<file path="config.mk">
export PLATFORM = sky130hd
export DESIGN_NAME = hop_sum_tree
export DESIGN_NICKNAME = d
export VERILOG_FILES = /design/src/rtl/hop_pkg.sv /design/src/rtl/hop_sum_tree.sv
export SDC_FILE = /design/constraint.sdc
export NUM_CORES = 2
export LEC_CHECK = 0
export ABC_AREA = 1
export BUFFER_PORTS_ARGS = -buffer_cell sky130_fd_sc_hd__buf_2
export CORE_MARGIN = 1.5
export CORE_UTILIZATION = 60
export CTS_CLUSTER_DIAMETER = 50
export DETAILED_ROUTE_END_ITERATION = 16
export GPL_ROUTABILITY_DRIVEN = 0
export PLACE_DENSITY_LB_ADDON = 0.2
export SYNTH_ARGS = -nofsm -noshare
export SYNTH_HDL_FRONTEND = slang
export SYNTH_SLANG_ARGS = --single-unit
</file>
<file path="constraint.sdc">
create_clock -name i_clk -period 1.94 [get_ports i_clk]
set_clock_uncertainty 0.2 [all_clocks]
set_input_delay 0.194 -clock i_clk [delete_from_list [all_inputs] [get_ports i_clk]]
set_output_delay 0.194 -clock i_clk [all_outputs]
set_load 0.01 [all_outputs]
</file>
<file path="src/rtl/hop_pkg.sv">
// Shared types and constants of the associative memory block.
// Used by the cell, adder tree, top level and checker; depends on nothing.
`timescale 1ns / 1ps

package hop_pkg;

    // Default sizes handed down from the top level.
    localparam int NEURONS_DEF     = 64;
    localparam int WEIGHT_BITS_DEF = 8;

    // Fixed port widths.
    localparam int OP_W       = 2;
    localparam int PAT_W      = 64;
    localparam int COUNT_W    = 8;
    localparam int ACTIVE_W   = 7;
    localparam int SWEEP_W    = 8;
    localparam int CFG_IDX_W  = 2;
    localparam int CFG_DATA_W = 8;

    // Configuration register indexes and reset values.
    localparam logic [CFG_IDX_W-1:0] CFG_ACTIVE = 2'd0;
    localparam logic [CFG_IDX_W-1:0] CFG_SWEEPS = 2'd1;
    localparam logic [CFG_IDX_W-1:0] CFG_MODE   = 2'd2;

    localparam logic [ACTIVE_W-1:0] ACTIVE_RESET = 7'd64;
    localparam logic [SWEEP_W-1:0]  SWEEPS_RESET = 8'd1;

    // Update modes.
    localparam logic MODE_ASYNC = 1'b0;
    localparam logic MODE_SYNC  = 1'b1;

    typedef enum logic [OP_W-1:0] {
        OP_CLEAR  = 2'd0,
        OP_STORE  = 2'd1,
        OP_RECALL = 2'd2,
        OP_NOP    = 2'd3
    } t_op;

    typedef enum logic [2:0] {
        ST_INIT,
        ST_IDLE,
        ST_CLEAR,
        ST_STORE,
        ST_RECALL
    } t_state;

    // Per-cycle control seen by every cell for the row in its read-data stage.
    typedef struct packed {
        logic clr;
        logic store;
        logic recall;
        logic p_row;
    } t_cell_ctrl;

endpackage

</file>
<file path="src/rtl/hop_sum_tree.sv">
// Registered adder tree that sums the drive terms of all cells for one row.
// Depends on hop_pkg.
`timescale 1ns / 1ps

module hop_sum_tree import hop_pkg::*; #(
    parameter int NEURONS     = NEURONS_DEF,
    parameter int WEIGHT_BITS = WEIGHT_BITS_DEF
) (
    input  logic                       i_clk,
    input  logic                       i_rst_n,
    input  logic                       i_vld,
    input  logic [$clog2(NEURONS)-1:0] i_tag,
    input  logic signed [WEIGHT_BITS:0] i_terms [NEURONS],
    output logic                       o_vld,
    output logic [$clog2(NEURONS)-1:0] o_tag,
    output logic signed [WEIGHT_BITS+$clog2(NEURONS):0] o_sum
);

    localparam int LEVELS = $clog2(NEURONS);
    localparam int LEAVES = 1 << LEVELS;
    localparam int TW     = WEIGHT_BITS + 1;
    localparam int SW     = TW + LEVELS;

    logic signed [SW-1:0] w_leaf [LEAVES];
    logic signed [SW-1:0] r_node [1:LEAVES-1];
    logic [LEVELS-1:0]    r_vld;
    logic [LEVELS-1:0]    r_tag [LEVELS];

    // Sign-extended leaves, padded with zeros up to a power of two.
    for (genvar k = 0; k < LEAVES; k++) begin : g_leaf
        if (k < NEURONS) begin : g_used
            assign w_leaf[k] = {{LEVELS{i_terms[k][TW-1]}}, i_terms[k]};
        end else begin : g_pad
            assign w_leaf[k] = '0;
        end
    end

    // One register level per tree level; node 1 is the root.
    for (genvar k = 1; k < LEAVES; k++) begin : g_node
        if (2 * k >= LEAVES) begin : g_bottom
            always_ff @(posedge i_clk) begin
                r_node[k] <= w_leaf[2*k-LEAVES] + w_leaf[2*k+1-LEAVES];
            end
        end else begin : g_inner
            always_ff @(posedge i_clk) begin
                r_node[k] <= r_node[2*k] + r_node[2*k+1];
            end
        end
    end

    // Valid and row tag travel alongside the sum.
    always_ff @(posedge i_clk) begin
        if (!i_rst_n) begin
            r_vld <= '0;
        end else begin
            r_vld <= {r_vld[LEVELS-2:0], i_vld};
        end
    end

    always_ff @(posedge i_clk) begin
        r_tag[0] <= i_tag;
        for (int k = 1; k < LEVELS; k++) begin
            r_tag[k] <= r_tag[k-1];
        end
    end

    assign o_vld = r_vld[LEVELS-1];
    assign o_tag = r_tag[LEVELS-1];
    assign o_sum = r_node[1];

endmodule

</file>
==> metrics, run 1 <==
CTS resizes 0; YS warnings 0; depth of the CTS H-tree 3; Port-buffer cells ~600; First Error [ERROR GRT-0116] Global routing finished with congestion. Check the congestion regions in the DRC Viewer.; Synth Register Bits 827; HPWL reported at the end of detailed placement 91.9 mm; clock tree buffer depth 3; setup bufs post-CTS 0; Ports 607; TritonCTS buffer count 92; initial core utilization 0.609; Total GRT Usage 0.486; synthesized area per cell 7.41 um^2; unique cell type count in the Yosys netlist 34; CTS root buf clkbuf_16; Synth Cell Area a little over 50000 um^2; largest net degree at the start of global routing 16; chip height between 200 and 300 um; sequential area share after synthesis 0.329; grt ovf 100; row count 105; status did not finish; Fail Step 5_1_grt; cell count after synthesis 6787; Mapped Nets 8093; first-pass GRT wire length 322 mm; vias in the first global route roughly 60k; Clock Sinks 827; die width between 200 and 300 um
stage by stage:
| step | hold WS [ps] | setup slack [ps] | util | instance area (um^2) | instances |
|---|---|---|---|---|---|
| 3_5_place_dp | 99.3 | 58.2 | 0.661 | 54500 | 8448 |
| 2_1_floorplan | 21.7 | 170 | - | 50300 | 6787 |
| 3_3_place_gp | 108 | 62.4 | 0.661 | 54500 | 8448 |
| 4_1_cts | 0.145 | 0.828 | 0.809 | 66700 | 9512 |
layer usage:
| layer | GRT usage | GRT overflow |
|---|---|---|
| met2 | 0.686 | 42 |
| met1 | 0.519 | 0 |
| met4 | 0.370 | 53 |
| met3 | 0.293 | 5 |
| met5 | 0.102 | 0 |
cell usage after synthesis (all sizes together):
library cell / instances / area share
nand3: 454 / 0.047
ha: 658 / 0.16
nor3: 30 / 0.0059
nand2: 2192 / 0.16
buf: 15 / 0.0022
o2111ai: 2 / 0.00035
dfxtp: 827 / 0.33
o211ai: 2 / 0.00030
a21oi: 392 / 0.041
nand3b: 3 / 0.00045
xor2: 261 / 0.045
inv: 892 / 0.067
fa: 63 / 0.025
or2: 60 / 0.0075
o21a: 27 / 0.0040
a21o: 18 / 0.0027
xnor2: 154 / 0.027
o21bai: 32 / 0.0048
nand4: 93 / 0.012
o21ai: 73 / 0.0094
nor2: 539 / 0.041
cell families after synthesis:
group,share of synthesized area
flip-flops,0.329
buffers and inverters,0.0688
adder cells (fa/ha/maj),0.189
XOR/XNOR,0.0723
AND/OR/NAND/NOR,0.278
AO/OA/AOI/OAI,0.0626
what timing repair did:
item | CTS
hold endpoints to repair | 332
hold buffers | 894
endpoints found under the setup margin | 0
==> run 2: changes to the inputs <==
Settings changed: CORE_UTILIZATION 60 to 40, CTS_CLUSTER_DIAMETER 50 to not set, PLACE_DENSITY_LB_ADDON 0.2 to 0.15.
==> metrics, run 2 <==
leakage power 35.7 nW; Max Cap Viol 0; worst-margin pin slew 427 ps; unique cell type count in the Yosys netlist 34; worst hold slack -43.3 ps; Std-Cell Core Area 124000 um^2; pre-CTS setup slack 8.24 ps; depth of the CTS H-tree 3; initial antenna violation count 0; die width 358 um; layout cell share with drive strength beyond 1 0.130; Synth Area in Simple Gates 0.278; DR vias ~46k; Synth Cell Area roughly 50000 um^2; Slew Limit Fails 0; TritonCTS clock tree yes; most instantiated cells after synthesis nand2_1, inv_1, dfxtp_1, ha_1, nor2_1; Slew headroom 0.714; Mapped Nets between 8k and 9k; first-pass GRT wire length 219 mm; cell count after synthesis 6787; largest reg by FF count r_node; largest family of logic cells by synthesized area simple AND/OR/NAND/NOR gates; Max VDD drop 0.000835 V; Register Area 16600 um^2; row count 129; Synth area leaders dfxtp_1, ha_1, nand2_1; HPWL reported at the end of detailed placement around 100 mm; clock tree buffer depth 3; DRT antenna net count 0; final wirelength 134 mm; RSZ-0062 raised after global routing true; biggest regs r_node: 785 flops, r_tag: 36 flops, r_vld: 6 flops; Synth Area in Compound Gates 0.0626; Synth async-reset ratio 0; post-synthesis mux area share 0; most common cell after layout, fill and taps aside nand2_1; r2r setup slk approximately 110 ps; Adder-Cell Fraction of Synth Area 0.189; Multi-input gate area 30800 um^2; chip height 358 um; vias per cell 4.63; worst endpoint required time 2280 ps; # setup viols final 3; setup TNS -35.4 ps; most used flip-flop cell after synthesis dfxtp_1; sequential area share after synthesis 0.329; Synth top area share 0.329; full die area 128000 um^2; drt drc 0; clk_lat worst skew 660 ps; WL/cell about 13 um; vias in the first global route 46.6k; 1st-iter DRT viols 1850; Port-buffer cells 606; grt ovf 0; YS warnings 0; min Tclk post-route 1960 ps; largest area contributor in the netlist dfxtp_1; status finished, violations left; largest net degree at the start of global routing 14; Worst setup EP type flip-flop; Fillers 11.5k; Total GRT Usage 0.207; Max FO, Critical Path 3; delay of the slowest critical-path stage ~560 ps; synthesized area per cell roughly 7.4 um^2; count leader, synth nand2_1; Final period util 1.01; Clock Sinks 827; most frequent cells in the layout nand2_1, inv_1, dfxtp_1; Layout area overhead 33.7%; slowest CP cell dlygate4sd3_1; Setup crit start kind input port; Post-synth EDFFs 0; CTS root buf clkbuf_16; Crit Path Class input port to flip-flop; drt pass-1 iters 5; Critical Path AT 2300 ps; max FFs per register around 800; Pwr per Cell Area 1480 nW/um^2; initial core utilization 0.405; worst hold path type input port to flip-flop; failing checks negative hold slack, negative setup slack; Reg clk slew, reported paths 60 ps; post-synthesis xor/xnor area fraction 0.0723; min setup slack post-route -17.2 ps; TritonCTS buffer count 95; Fin. Hold Viols 1; cells along the critical path dlygate4sd3_1, buf_2, ha_1, nand3_1, nand3_2, nand2_1, nand2_1, xor2_2, dlygate4sd3_1; Ports 607; Inst Count DP approximately 9k; final non-filler cell total 9976; Final nets 9568; Synth Register Bits around 830; Max Clk Rate just over 0.5 GHz
==> run 2: layer usage <==
metal	share of wire	routed length (um)	GRT usage	up-vias
met2	0.48	64000	0.369	938
met4	0.029	3910	0.0690	0
li1	-	-	-	24600
met1	0.45	60800	0.258	20400
met5	0	0	0	-
met3	0.037	4930	0.0242	290
==> run 2: logic make-up (layout without fill, tap and decap cells) <==
| family | after synthesis | in the layout |
|---|---|---|
| AOI/OAI and AO/OA | 546 | 546 |
| xor gates and xnor gates | 415 | 415 |
| adders and majority gates | 721 | 721 |
| buffers and inverters | 907 | 2458 |
| DFF | 827 | 827 |
| other | 0 | 1 |
| and+or+nand+nor | 3371 | 3371 |
==> run 2: repair_timing <==
| action | 4_1_cts | 5_1_grt |
|---|---|---|
| setup buffers | 0 | 7 |
| setup endpoints to repair | 0 | 188 |
| resized for setup | 0 | 179 |
| hold buffers | 899 | 19 |
| hold endpoints to repair | 332 | 26 |
==> run 2: final timing paths <==
check,to,from,cells after the start
setup / recovery,r_node[0][590],i_terms[442],9
hold / removal,r_node[0][529],i_terms[508],4
setup reg to reg,r_node[0][239],r_node[0][450],10
hold reg to reg,r_tag[5][1],r_tag[4][1],0
==> run 2: final cells by class <==
type,count,share of cell area
repair buffers,1393,0.163
inverters,892,0.0498
diodes,1,0.0000372
multi-input cells,5053,0.459
clock buffers,123,0.0404
clock inverters,50,0.0115
flip-flops and latches,827,0.246
well taps,1637,0.0305
==> run 2: critical path: cells and delay by family <==
| kind | cells | cell delay (ps) |
|---|---|---|
| buffers and inverters | 3 | 1270 |
| adders and majority gates | 1 | 300 |
| xor gates and xnor gates | 1 | 150 |
| and+or+nand+nor | 4 | 390 |
==> run 2: where the power goes <==
group / switching [W] / internal [W] / total, W
registers: 0.00325 / 0.0241 / 0.0274
clock network: 0.00722 / 0.0124 / 0.0196
logic: 0.0317 / 0.0210 / 0.0527
==> run 2: stage by stage <==
stage	utilization	total power, W	area (um^2)
floorplan	-	0.0651	50300
global placement	0.446	0.0784	55300
detailed placement	0.446	0.0785	55300
CTS	0.546	0.101	67800
global route	0.542	0.110	67200
finish	0.542	0.0997	67200
(Power assumes the default switching activity.)
