[src/rtl/hop_pkg.sv]
// Shared types and constants of the associative memory block.
// Used by the cell, adder tree, top level and checker; depends on nothing.
`timescale 1ns / 1ps

package hop_pkg;

    // Default sizes handed down from the top level.
    localparam int NEURONS_DEF     = 64;
    localparam int WEIGHT_BITS_DEF = 8;

    // Fixed port widths.
    localparam int OP_W       = 2;
    localparam int PAT_W      = 64;
    localparam int COUNT_W    = 8;
    localparam int ACTIVE_W   = 7;
    localparam int SWEEP_W    = 8;
    localparam int CFG_IDX_W  = 2;
    localparam int CFG_DATA_W = 8;

    // Configuration register indexes and reset values.
    localparam logic [CFG_IDX_W-1:0] CFG_ACTIVE = 2'd0;
    localparam logic [CFG_IDX_W-1:0] CFG_SWEEPS = 2'd1;
    localparam logic [CFG_IDX_W-1:0] CFG_MODE   = 2'd2;

    localparam logic [ACTIVE_W-1:0] ACTIVE_RESET = 7'd64;
    localparam logic [SWEEP_W-1:0]  SWEEPS_RESET = 8'd1;

    // Update modes.
    localparam logic MODE_ASYNC = 1'b0;
    localparam logic MODE_SYNC  = 1'b1;

    typedef enum logic [OP_W-1:0] {
        OP_CLEAR  = 2'd0,
        OP_STORE  = 2'd1,
        OP_RECALL = 2'd2,
        OP_NOP    = 2'd3
    } t_op;

    typedef enum logic [2:0] {
        ST_INIT,
        ST_IDLE,
        ST_CLEAR,
        ST_STORE,
        ST_RECALL
    } t_state;

    // Per-cycle control seen by every cell for the row in its read-data stage.
    typedef struct packed {
        logic clr;
        logic store;
        logic recall;
        logic p_row;
    } t_cell_ctrl;

endpackage

[src/rtl/hop_ram.sv]
// Generic single-write, single-read RAM with a registered read port.
// Depends on nothing.
`timescale 1ns / 1ps

module hop_ram #(
    parameter int WIDTH = 8,
    parameter int DEPTH = 64
) (
    input  logic                     i_clk,
    input  logic                     i_we,
    input  logic [$clog2(DEPTH)-1:0] i_waddr,
    input  logic [WIDTH-1:0]         i_wdata,
    input  logic [$clog2(DEPTH)-1:0] i_raddr,
    output logic [WIDTH-1:0]         o_rdata
);

    logic [WIDTH-1:0] r_mem [DEPTH];
    logic [WIDTH-1:0] r_rdata;

    // Write port and registered read port.
    always_ff @(posedge i_clk) begin
        if (i_we) begin
            r_mem[i_waddr] <= i_wdata;
        end
        r_rdata <= r_mem[i_raddr];
    end

    assign o_rdata = r_rdata;

endmodule

[src/rtl/hop_cell.sv]
// One neuron column: holds the weights w[i][j] of its neuron j for all rows i.
// Depends on hop_pkg and hop_ram.
`timescale 1ns / 1ps

module hop_cell import hop_pkg::*; #(
    parameter int NEURONS     = NEURONS_DEF,
    parameter int WEIGHT_BITS = WEIGHT_BITS_DEF,
    parameter int INDEX       = 0
) (
    input  logic                       i_clk,
    input  t_cell_ctrl                 i_ctrl,
    input  logic [$clog2(NEURONS)-1:0] i_rd_row,
    input  logic [$clog2(NEURONS)-1:0] i_row_b,
    input  logic                       i_active,
    input  logic                       i_p_bit,
    input  logic                       i_s_bit,
    output logic signed [WEIGHT_BITS:0] o_term,
    output logic                       o_clip
);

    localparam int RW = $clog2(NEURONS);
    localparam int TW = WEIGHT_BITS + 1;
    localparam logic [RW-1:0] SELF = RW'(INDEX);
    localparam logic signed [WEIGHT_BITS-1:0] W_MAX = {1'b0, {(WEIGHT_BITS-1){1'b1}}};
    localparam logic signed [WEIGHT_BITS-1:0] W_MIN = {1'b1, {(WEIGHT_BITS-1){1'b0}}};
    localparam logic signed [WEIGHT_BITS-1:0] W_ONE = WEIGHT_BITS'(1);

    logic [WEIGHT_BITS-1:0]        w_rd_raw;
    logic signed [WEIGHT_BITS-1:0] w_wt;
    logic signed [WEIGHT_BITS-1:0] w_upd;
    logic [WEIGHT_BITS-1:0]        w_wdata;
    logic signed [TW-1:0]          w_ext;
    logic                          w_lane;
    logic                          w_inc;
    logic                          w_sat;
    logic                          w_we;
    logic signed [TW-1:0]          r_term;

    hop_ram #(
        .WIDTH (WEIGHT_BITS),
        .DEPTH (NEURONS)
    ) u_ram (
        .i_clk   (i_clk),
        .i_we    (w_we),
        .i_waddr (i_row_b),
        .i_wdata (w_wdata),
        .i_raddr (i_rd_row),
        .o_rdata (w_rd_raw)
    );

    // The diagonal and inactive neurons never take part.
    assign w_wt   = $signed(w_rd_raw);
    assign w_lane = i_active && (i_row_b != SELF);

    // Hebbian update: +1 when both bits agree, -1 otherwise, clipped at the range.
    assign w_inc   = ~(i_ctrl.p_row ^ i_p_bit);
    assign w_sat   = w_inc ? (w_wt == W_MAX) : (w_wt == W_MIN);
    assign w_upd   = w_inc ? (w_wt + W_ONE) : (w_wt - W_ONE);
    assign w_we    = i_ctrl.clr || (i_ctrl.store && w_lane);
    assign w_wdata = i_ctrl.clr ? '0 : (w_sat ? w_wt : w_upd);
    assign o_clip  = i_ctrl.store && w_lane && w_sat;

    // Drive contribution of this neuron to the row under recall.
    assign w_ext = {w_wt[WEIGHT_BITS-1], w_wt};

    always_ff @(posedge i_clk) begin
        if (i_ctrl.recall && w_lane) begin
            r_term <= i_s_bit ? w_ext : -w_ext;
        end else begin
            r_term <= '0;
        end
    end

    assign o_term = r_term;

endmodule

[config.mk]
export PLATFORM = sky130hd
export DESIGN_NAME = hop_cell
export DESIGN_NICKNAME = d
export VERILOG_FILES = /design/src/rtl/hop_pkg.sv /design/src/rtl/hop_ram.sv /design/src/rtl/hop_cell.sv
export SDC_FILE = /design/constraint.sdc
export NUM_CORES = 1
export LEC_CHECK = 0
export BUFFER_PORTS_ARGS = -buffer_cell sky130_fd_sc_hd__buf_2
export CORE_MARGIN = 3
export CORE_UTILIZATION = 30
export CTS_CLUSTER_DIAMETER = 200
export CTS_CLUSTER_SIZE = 20
export DETAILED_ROUTE_END_ITERATION = 10
export HOLD_SLACK_MARGIN = 0.03
export PLACE_DENSITY = 0.55
export SLEW_MARGIN = 15
export SYNTH_ARGS = -nofsm -noshare
export SYNTH_HDL_FRONTEND = slang
export SYNTH_SLANG_ARGS = --single-unit
[constraint.sdc]
create_clock -name i_clk -period 6.7 [get_ports i_clk]
set_input_delay 1.005 -clock i_clk [delete_from_list [all_inputs] [get_ports i_clk]]
set_output_delay 1.005 -clock i_clk [all_outputs]
set_load 0.1 [all_outputs]
Word-level counts from Yosys, hierarchy flattened:

Memories as Yosys holds them, arrays and structs flattened. A register that Yosys moved wholly into a read port is not among the register bits.
Index checks and enable logic that the tools add are counted.

* register bits after elaboration: 9
* bits in writable memories: 512
* bits of input ports: 20
* output and inout bits: 10
* word-level logic and storage cells: 21
* memories kept: 1

Memories
* u_ram.r_mem: depth 64, bits a word 8, read ports 1, clocked after Yosys merged registers in 1, write ports 1, line hop_ram.sv:17 `logic [WIDTH-1:0] r_mem [DEPTH];`

* add/subtract/negate cells: 3
* equality and inequality tests: 2
* muxes and demuxes: 7
* bitwise operators: 1
* reductions and logical operators: 6

Operators with widths (count)
* 8-bit two-way mux: 3
* 8-bit == test, second input constant: 2
* 9-bit two-way mux: 1
* 8-bit negation with 9-bit output: 1
* 8-bit by 2-bit adder with 8-bit output, second input constant: 1
* 8-bit by 2-bit subtractor with 8-bit output, second input constant: 1
* 6-bit nonzero test: 1
* 1-bit logical AND: 4
* 1-bit two-way mux: 3
* 1-bit logical OR: 1
* 1-bit XOR: 1

Depth between registers and ports, before layout:

* depth after elaboration: 6
* depth in mapped cells: 9

Hierarchy:

Synthesis repeated with hierarchy kept, for this count alone.

* cell total of the unflattened synthesis: 1048
* area, all modules: 21023.9 um2

Modules (own cells, without submodules)
* hop_ram: instances 1, cells each 940, area an instance 20166.8 um2, sequential area each 15534.9 um2
* hop_cell: instances 1, cells each 108, area an instance 857.1 um2, sequential area each 180.2 um2

Least setup slack after synthesis:

OpenSTA, ideal clock, no wires.

* path kind: input-to-reg
* start point: input port i_p_bit
* end point: memory u_ram.r_mem[0][5], data pin
* setup time: 0.864 ns
* arrival time: 5.969 ns
* data required time: 5.836 ns
* slack: -0.133 ns
* stages on the path: 8
* cell sequence: xnor2_1 > inv_1 > ha_1 > and4_1 > nand3_1 > or2_2 > and3_1 > nor4_1

* word-level cells in the longest chain between the ends: 4

Ends and longest elaborated chain
* from (decl): line hop_cell.sv:15 `input logic i_p_bit,`
* 1-bit XOR (*): line hop_cell.sv:56 `assign w_inc = ~(i_ctrl.p_row ^ i_p_bit);`
* 8-bit two-way mux / 1-bit two-way mux (equally long branches): line hop_cell.sv:58, hop_cell.sv:57
* 8-bit two-way mux (*) (2 in a row): line hop_cell.sv:60 `assign w_wdata = i_ctrl.clr ? '0 : (w_sat ? w_wt : w_upd);`
* net u_ram.i_wdata[5]: line hop_ram.sv:12 `input logic [WIDTH-1:0] i_wdata,`
* to (decl): line hop_ram.sv:17

Mark *: on every way through the listed nets, which the timed path passes. The rest lies on a longest branch.

Worst setup path in the final report:

* start point: input port i_p_bit
* end point: output port o_clip

* word-level cells in the longest chain between the ends: 3

Ends and longest elaborated chain
* 1-bit XOR: line hop_cell.sv:56
* 1-bit two-way mux: line hop_cell.sv:57 `assign w_sat = w_inc ? (w_wt == W_MAX) : (w_wt == W_MIN);`
* 1-bit logical AND: line hop_cell.sv:61 `assign o_clip = i_ctrl.store && w_lane && w_sat;`
* to (decl): line hop_cell.sv:18 `output logic o_clip`

No other way between the ends.

==> results.md <==
* Int Power at between 4 and 5 mW
* CTS tree: done
* Area of the core at roughly 69000 sq um
* Crit path arrival time at between 3 and 4 ns
* PnR Total Power at between 6 and 7 mW
* Vias in the first global route at 10200
* Routed wire length at 48900 microns
* Die height at 270 microns
* Synth unique cells at 46
* Yosys Warn Count at 0
* Clock Root Buffer: clkbuf_16
* Vias per cell at between 4 and 5
* Largest net degree at the start of global routing at 65
* Sw Ratio at around 24%
* Crit path launch type: input pin
* Reg power frac at about three fifths
* Total gr overflow at 0
* Die W at 270 microns
* Initial Util at 30.4%
* Critical Path Stages at 9
* Delay-heaviest family, CP: simple AND/OR/NAND/NOR gates
* Combinational power share at 10.7%
* RSZ-0062 raised after global routing: no
* Area growth syn-to-layout at 10.1%
* Worst EP required at between 5 and 6 ns
* Final worst-path cycle share at ~70%
* Pleak at 7.03 nW
* Post-Syn Instances at 1052
* CP Buf/Inv Count at 3
* Clk_lat worst skew at roughly 0.60 ns
* Hold Crit Depth at 2
* Worst setup margin at 2.14 ns
* Period minus WS final at 4.56 ns
* Mean area per synthesized cell at ~20 sq um
* Post-CTS Setup Bufs at 0
* Fin. Hold Viols at 0
* First-pass GRT wire length at 72400 microns
* Initial antenna violation count at 4
* Synth Flop Type: edfxtp_1
* Number of flops mapped to enable cells by yosys at 512
* Crit. End Element: primary output
* CP max FO at 11
* Sequential-to-total area share from yosys stat at 75.3%
* Detail Placement HPWL at about 30000 microns
* Worst Clk Skew at 0.0189 ns
* Async set or reset register ratio after synthesis at 0%
* VDD IR max at 0.000214 V
* CTS H-Tree Depth at 1
* Num CTS Buffers at 30
* CTS resizes at 0
* IO Port Bufs at 29
* Max Cap Violations at 0
* CTS max path bufs at 3
* Share of cells above drive strength 1 at 20.3%
* Status: finished clean
* WL per Instance at 24.2 microns
* Final Setup Violations at 0
* DRT Pass-1 Iters at 5
* DR vias at 10000
* Slowest-stage cell, CP: or2_2
* Fin nets at 1104
* Hold Crit Class: reg -> reg
* CP max stage delay at 0.47 ns
* P per Cell Area at about 280 nW/um^2
* Synth top area share at 73.7%
* CP Cell Sequence: buf_2, xnor2_1, inv_1, ha_1, and4_1, nand3_1, or2_2, nor3_1, buf_2
* Top Ports at 30
* CTS Sinks at 529
* WS Path Type: in -> out
* Clock power frac at 29.2%
* Worst-path clk slew at 0.09 ns
* R2R depth at 7
* Rows at 96
* Max Fclk at 0.219 GHz
* Die area at 72800 sq um
* Worst slew pin tran at 1.06 ns
* Routed Antenna Nets at 0
* Pre-CTS setup slack at 2.15 ns
* Hold-fix buffers, CTS at 0
* Main area contributors after synthesis: edfxtp_1 (74%), mux4_2 (14%), nor2_1 (1.7%)
* Syn_nets at around 1100
* Largest area contributor in the netlist: edfxtp_1
* Post-Syn Area at about 21000 sq um
* Sum Neg Setup Slack at 0 ns
* Final slew viol count at 0
* Psw at 1.55 mW
* Gp weighted congestion at between 0.7 and 0.8
* DR DRC count at 0
* Most used cell, CP: buf_2
* Slew HR at between 20% and 30%
* Synthesized flop and latch total at between 500 and 600
* Gr usage total at 13.3%
* Initial DRC Count at 1029
-- synth_stat cells (2+ instances only) --
cell type	n
edfxtp_1	512
mux4_2	130
nor2_1	94
nand2_1	37
a22oi_1	28
clkbuf_1	24
a21oi_1	21
mux2i_1	19
dfxtp_1	17
nand3_1	15
nor2b_1	14
buf_2	13
o22ai_1	12
buf_4	11
o21ai_0	10
xnor2_1	10
nor3_1	9
inv_1	8
ha_1	7
nand2b_1	6
a31oi_1	5
nand3b_1	5
buf_1	4
or3_1	4
a21o_1	3
and2_1	3
and4_1	3
mux2_2	3
or2_2	3
a221oi_1	2
nor4_1	2
nor4b_1	2
o21ai_1	2
o32ai_1	2
-- cells by family after synthesis --
kind of cell	share of synthesized area [%]
flip-flops	75.3
AND/OR/NAND/NOR	4.46
multiplexers	15.1
AO/OA/AOI/OAI	2.79
buffers and inverters	1.41
XOR/XNOR	0.420
adder cells (fa/ha/maj)	0.516
-- per-layer routing --
metal | global-route usage [%] | part of all wire (%) | wire length, microns
met1 | 19.3 | 45 | 22100
met2 | 20.2 | 45 | 22200
met3 | 3.33 | 7.1 | 3470
met4 | 2.98 | 2.2 | 1060
met5 | 0 | 0.055 | 27
-- tightest hold or removal path: stages, from the launching register on --
cell and delay (ns):
dfxtp_1 0.42, inv_1 0.12, nor2_1 0.05
-- sequential cells by signal, summed over array words and instances, names as in the netlist --
register	cells
u_ram.r_mem	512
o_term	9
u_ram.o_rdata	8
-- power by group through the flow --
stage,combinational (mW),sequential (mW),clock [mW]
2_1_floorplan,0.375,3.98,0
3_3_place_gp,0.672,3.94,0
3_5_place_dp,0.690,3.94,0
4_1_cts,0.688,3.86,1.93
5_1_grt,0.749,3.87,2.05
6_report,0.686,3.86,1.88
-- final cells by class --
type / count / area [sq um]
Fill cell: 6556 / 45700
Sequential cell: 529 / 15700
Multi-Input combinational cell: 462 / 4930
Tap cell: 931 / 1160
Clock buffer: 43 / 821
Timing Repair Buffer: 45 / 304
Inverter: 8 / 30.0
Clock inverter: 1 / 16.3
Antenna cell: 1 / 2.50
-- through the flow --
stage / hold WS [ns] / area [sq um] / cells / utilization, %
after floorplan: 0.501 / 20900 / 1052 / -
after global placement: 0.618 / 22100 / 1974 / 32.2
after detailed placement: 0.604 / 22100 / 1974 / 32.2
after CTS: 0.625 / 23000 / 2018 / 33.4
after global routing: 0.667 / 23000 / 2019 / 33.5
final: 0.618 / 23000 / 2020 / 33.5
-- path summary, 6_finish.rpt --
check	slack, ns	startpoint	end
setup / recovery	2.14	i_p_bit	o_clip
hold / removal	0.62	u_ram.o_rdata[0]	o_term[0]
setup reg to reg	3.53	u_ram.o_rdata[4]	u_ram.r_mem[31][3]
hold reg to reg	0.62	u_ram.o_rdata[0]	o_term[0]
-- cells in the final DEF, fill, tap and decap left out, types with 2 or more instances in the layout --
master	netlist	layout
mux4_2	130	130
clkbuf_1	24	12
a221oi_1	2	2
a21o_1	3	3
xnor2_1	10	10
a21oi_1	21	21
nor2b_1	14	14
or3_1	4	4
o32ai_1	2	2
buf_2	13	26
edfxtp_1	512	512
a22oi_1	28	28
nor2_4	0	4
dfxtp_1	17	17
ha_1	7	7
and2_1	3	3
nand2_1	37	37
o21ai_0	10	9
mux2i_1	19	19
a31oi_1	5	5
or2_2	3	3
nand2b_1	6	6
nor4b_1	2	2
buf_12	0	2
nand3b_1	5	5
o21ai_1	2	2
and4_1	3	3
mux2_2	3	2
nand3_1	15	15
nor3_1	9	9
clkbuf_16	0	31
o22ai_1	12	12
nor2_1	94	90
buf_4	11	16
inv_1	8	8
(Power assumes the default switching activity.)
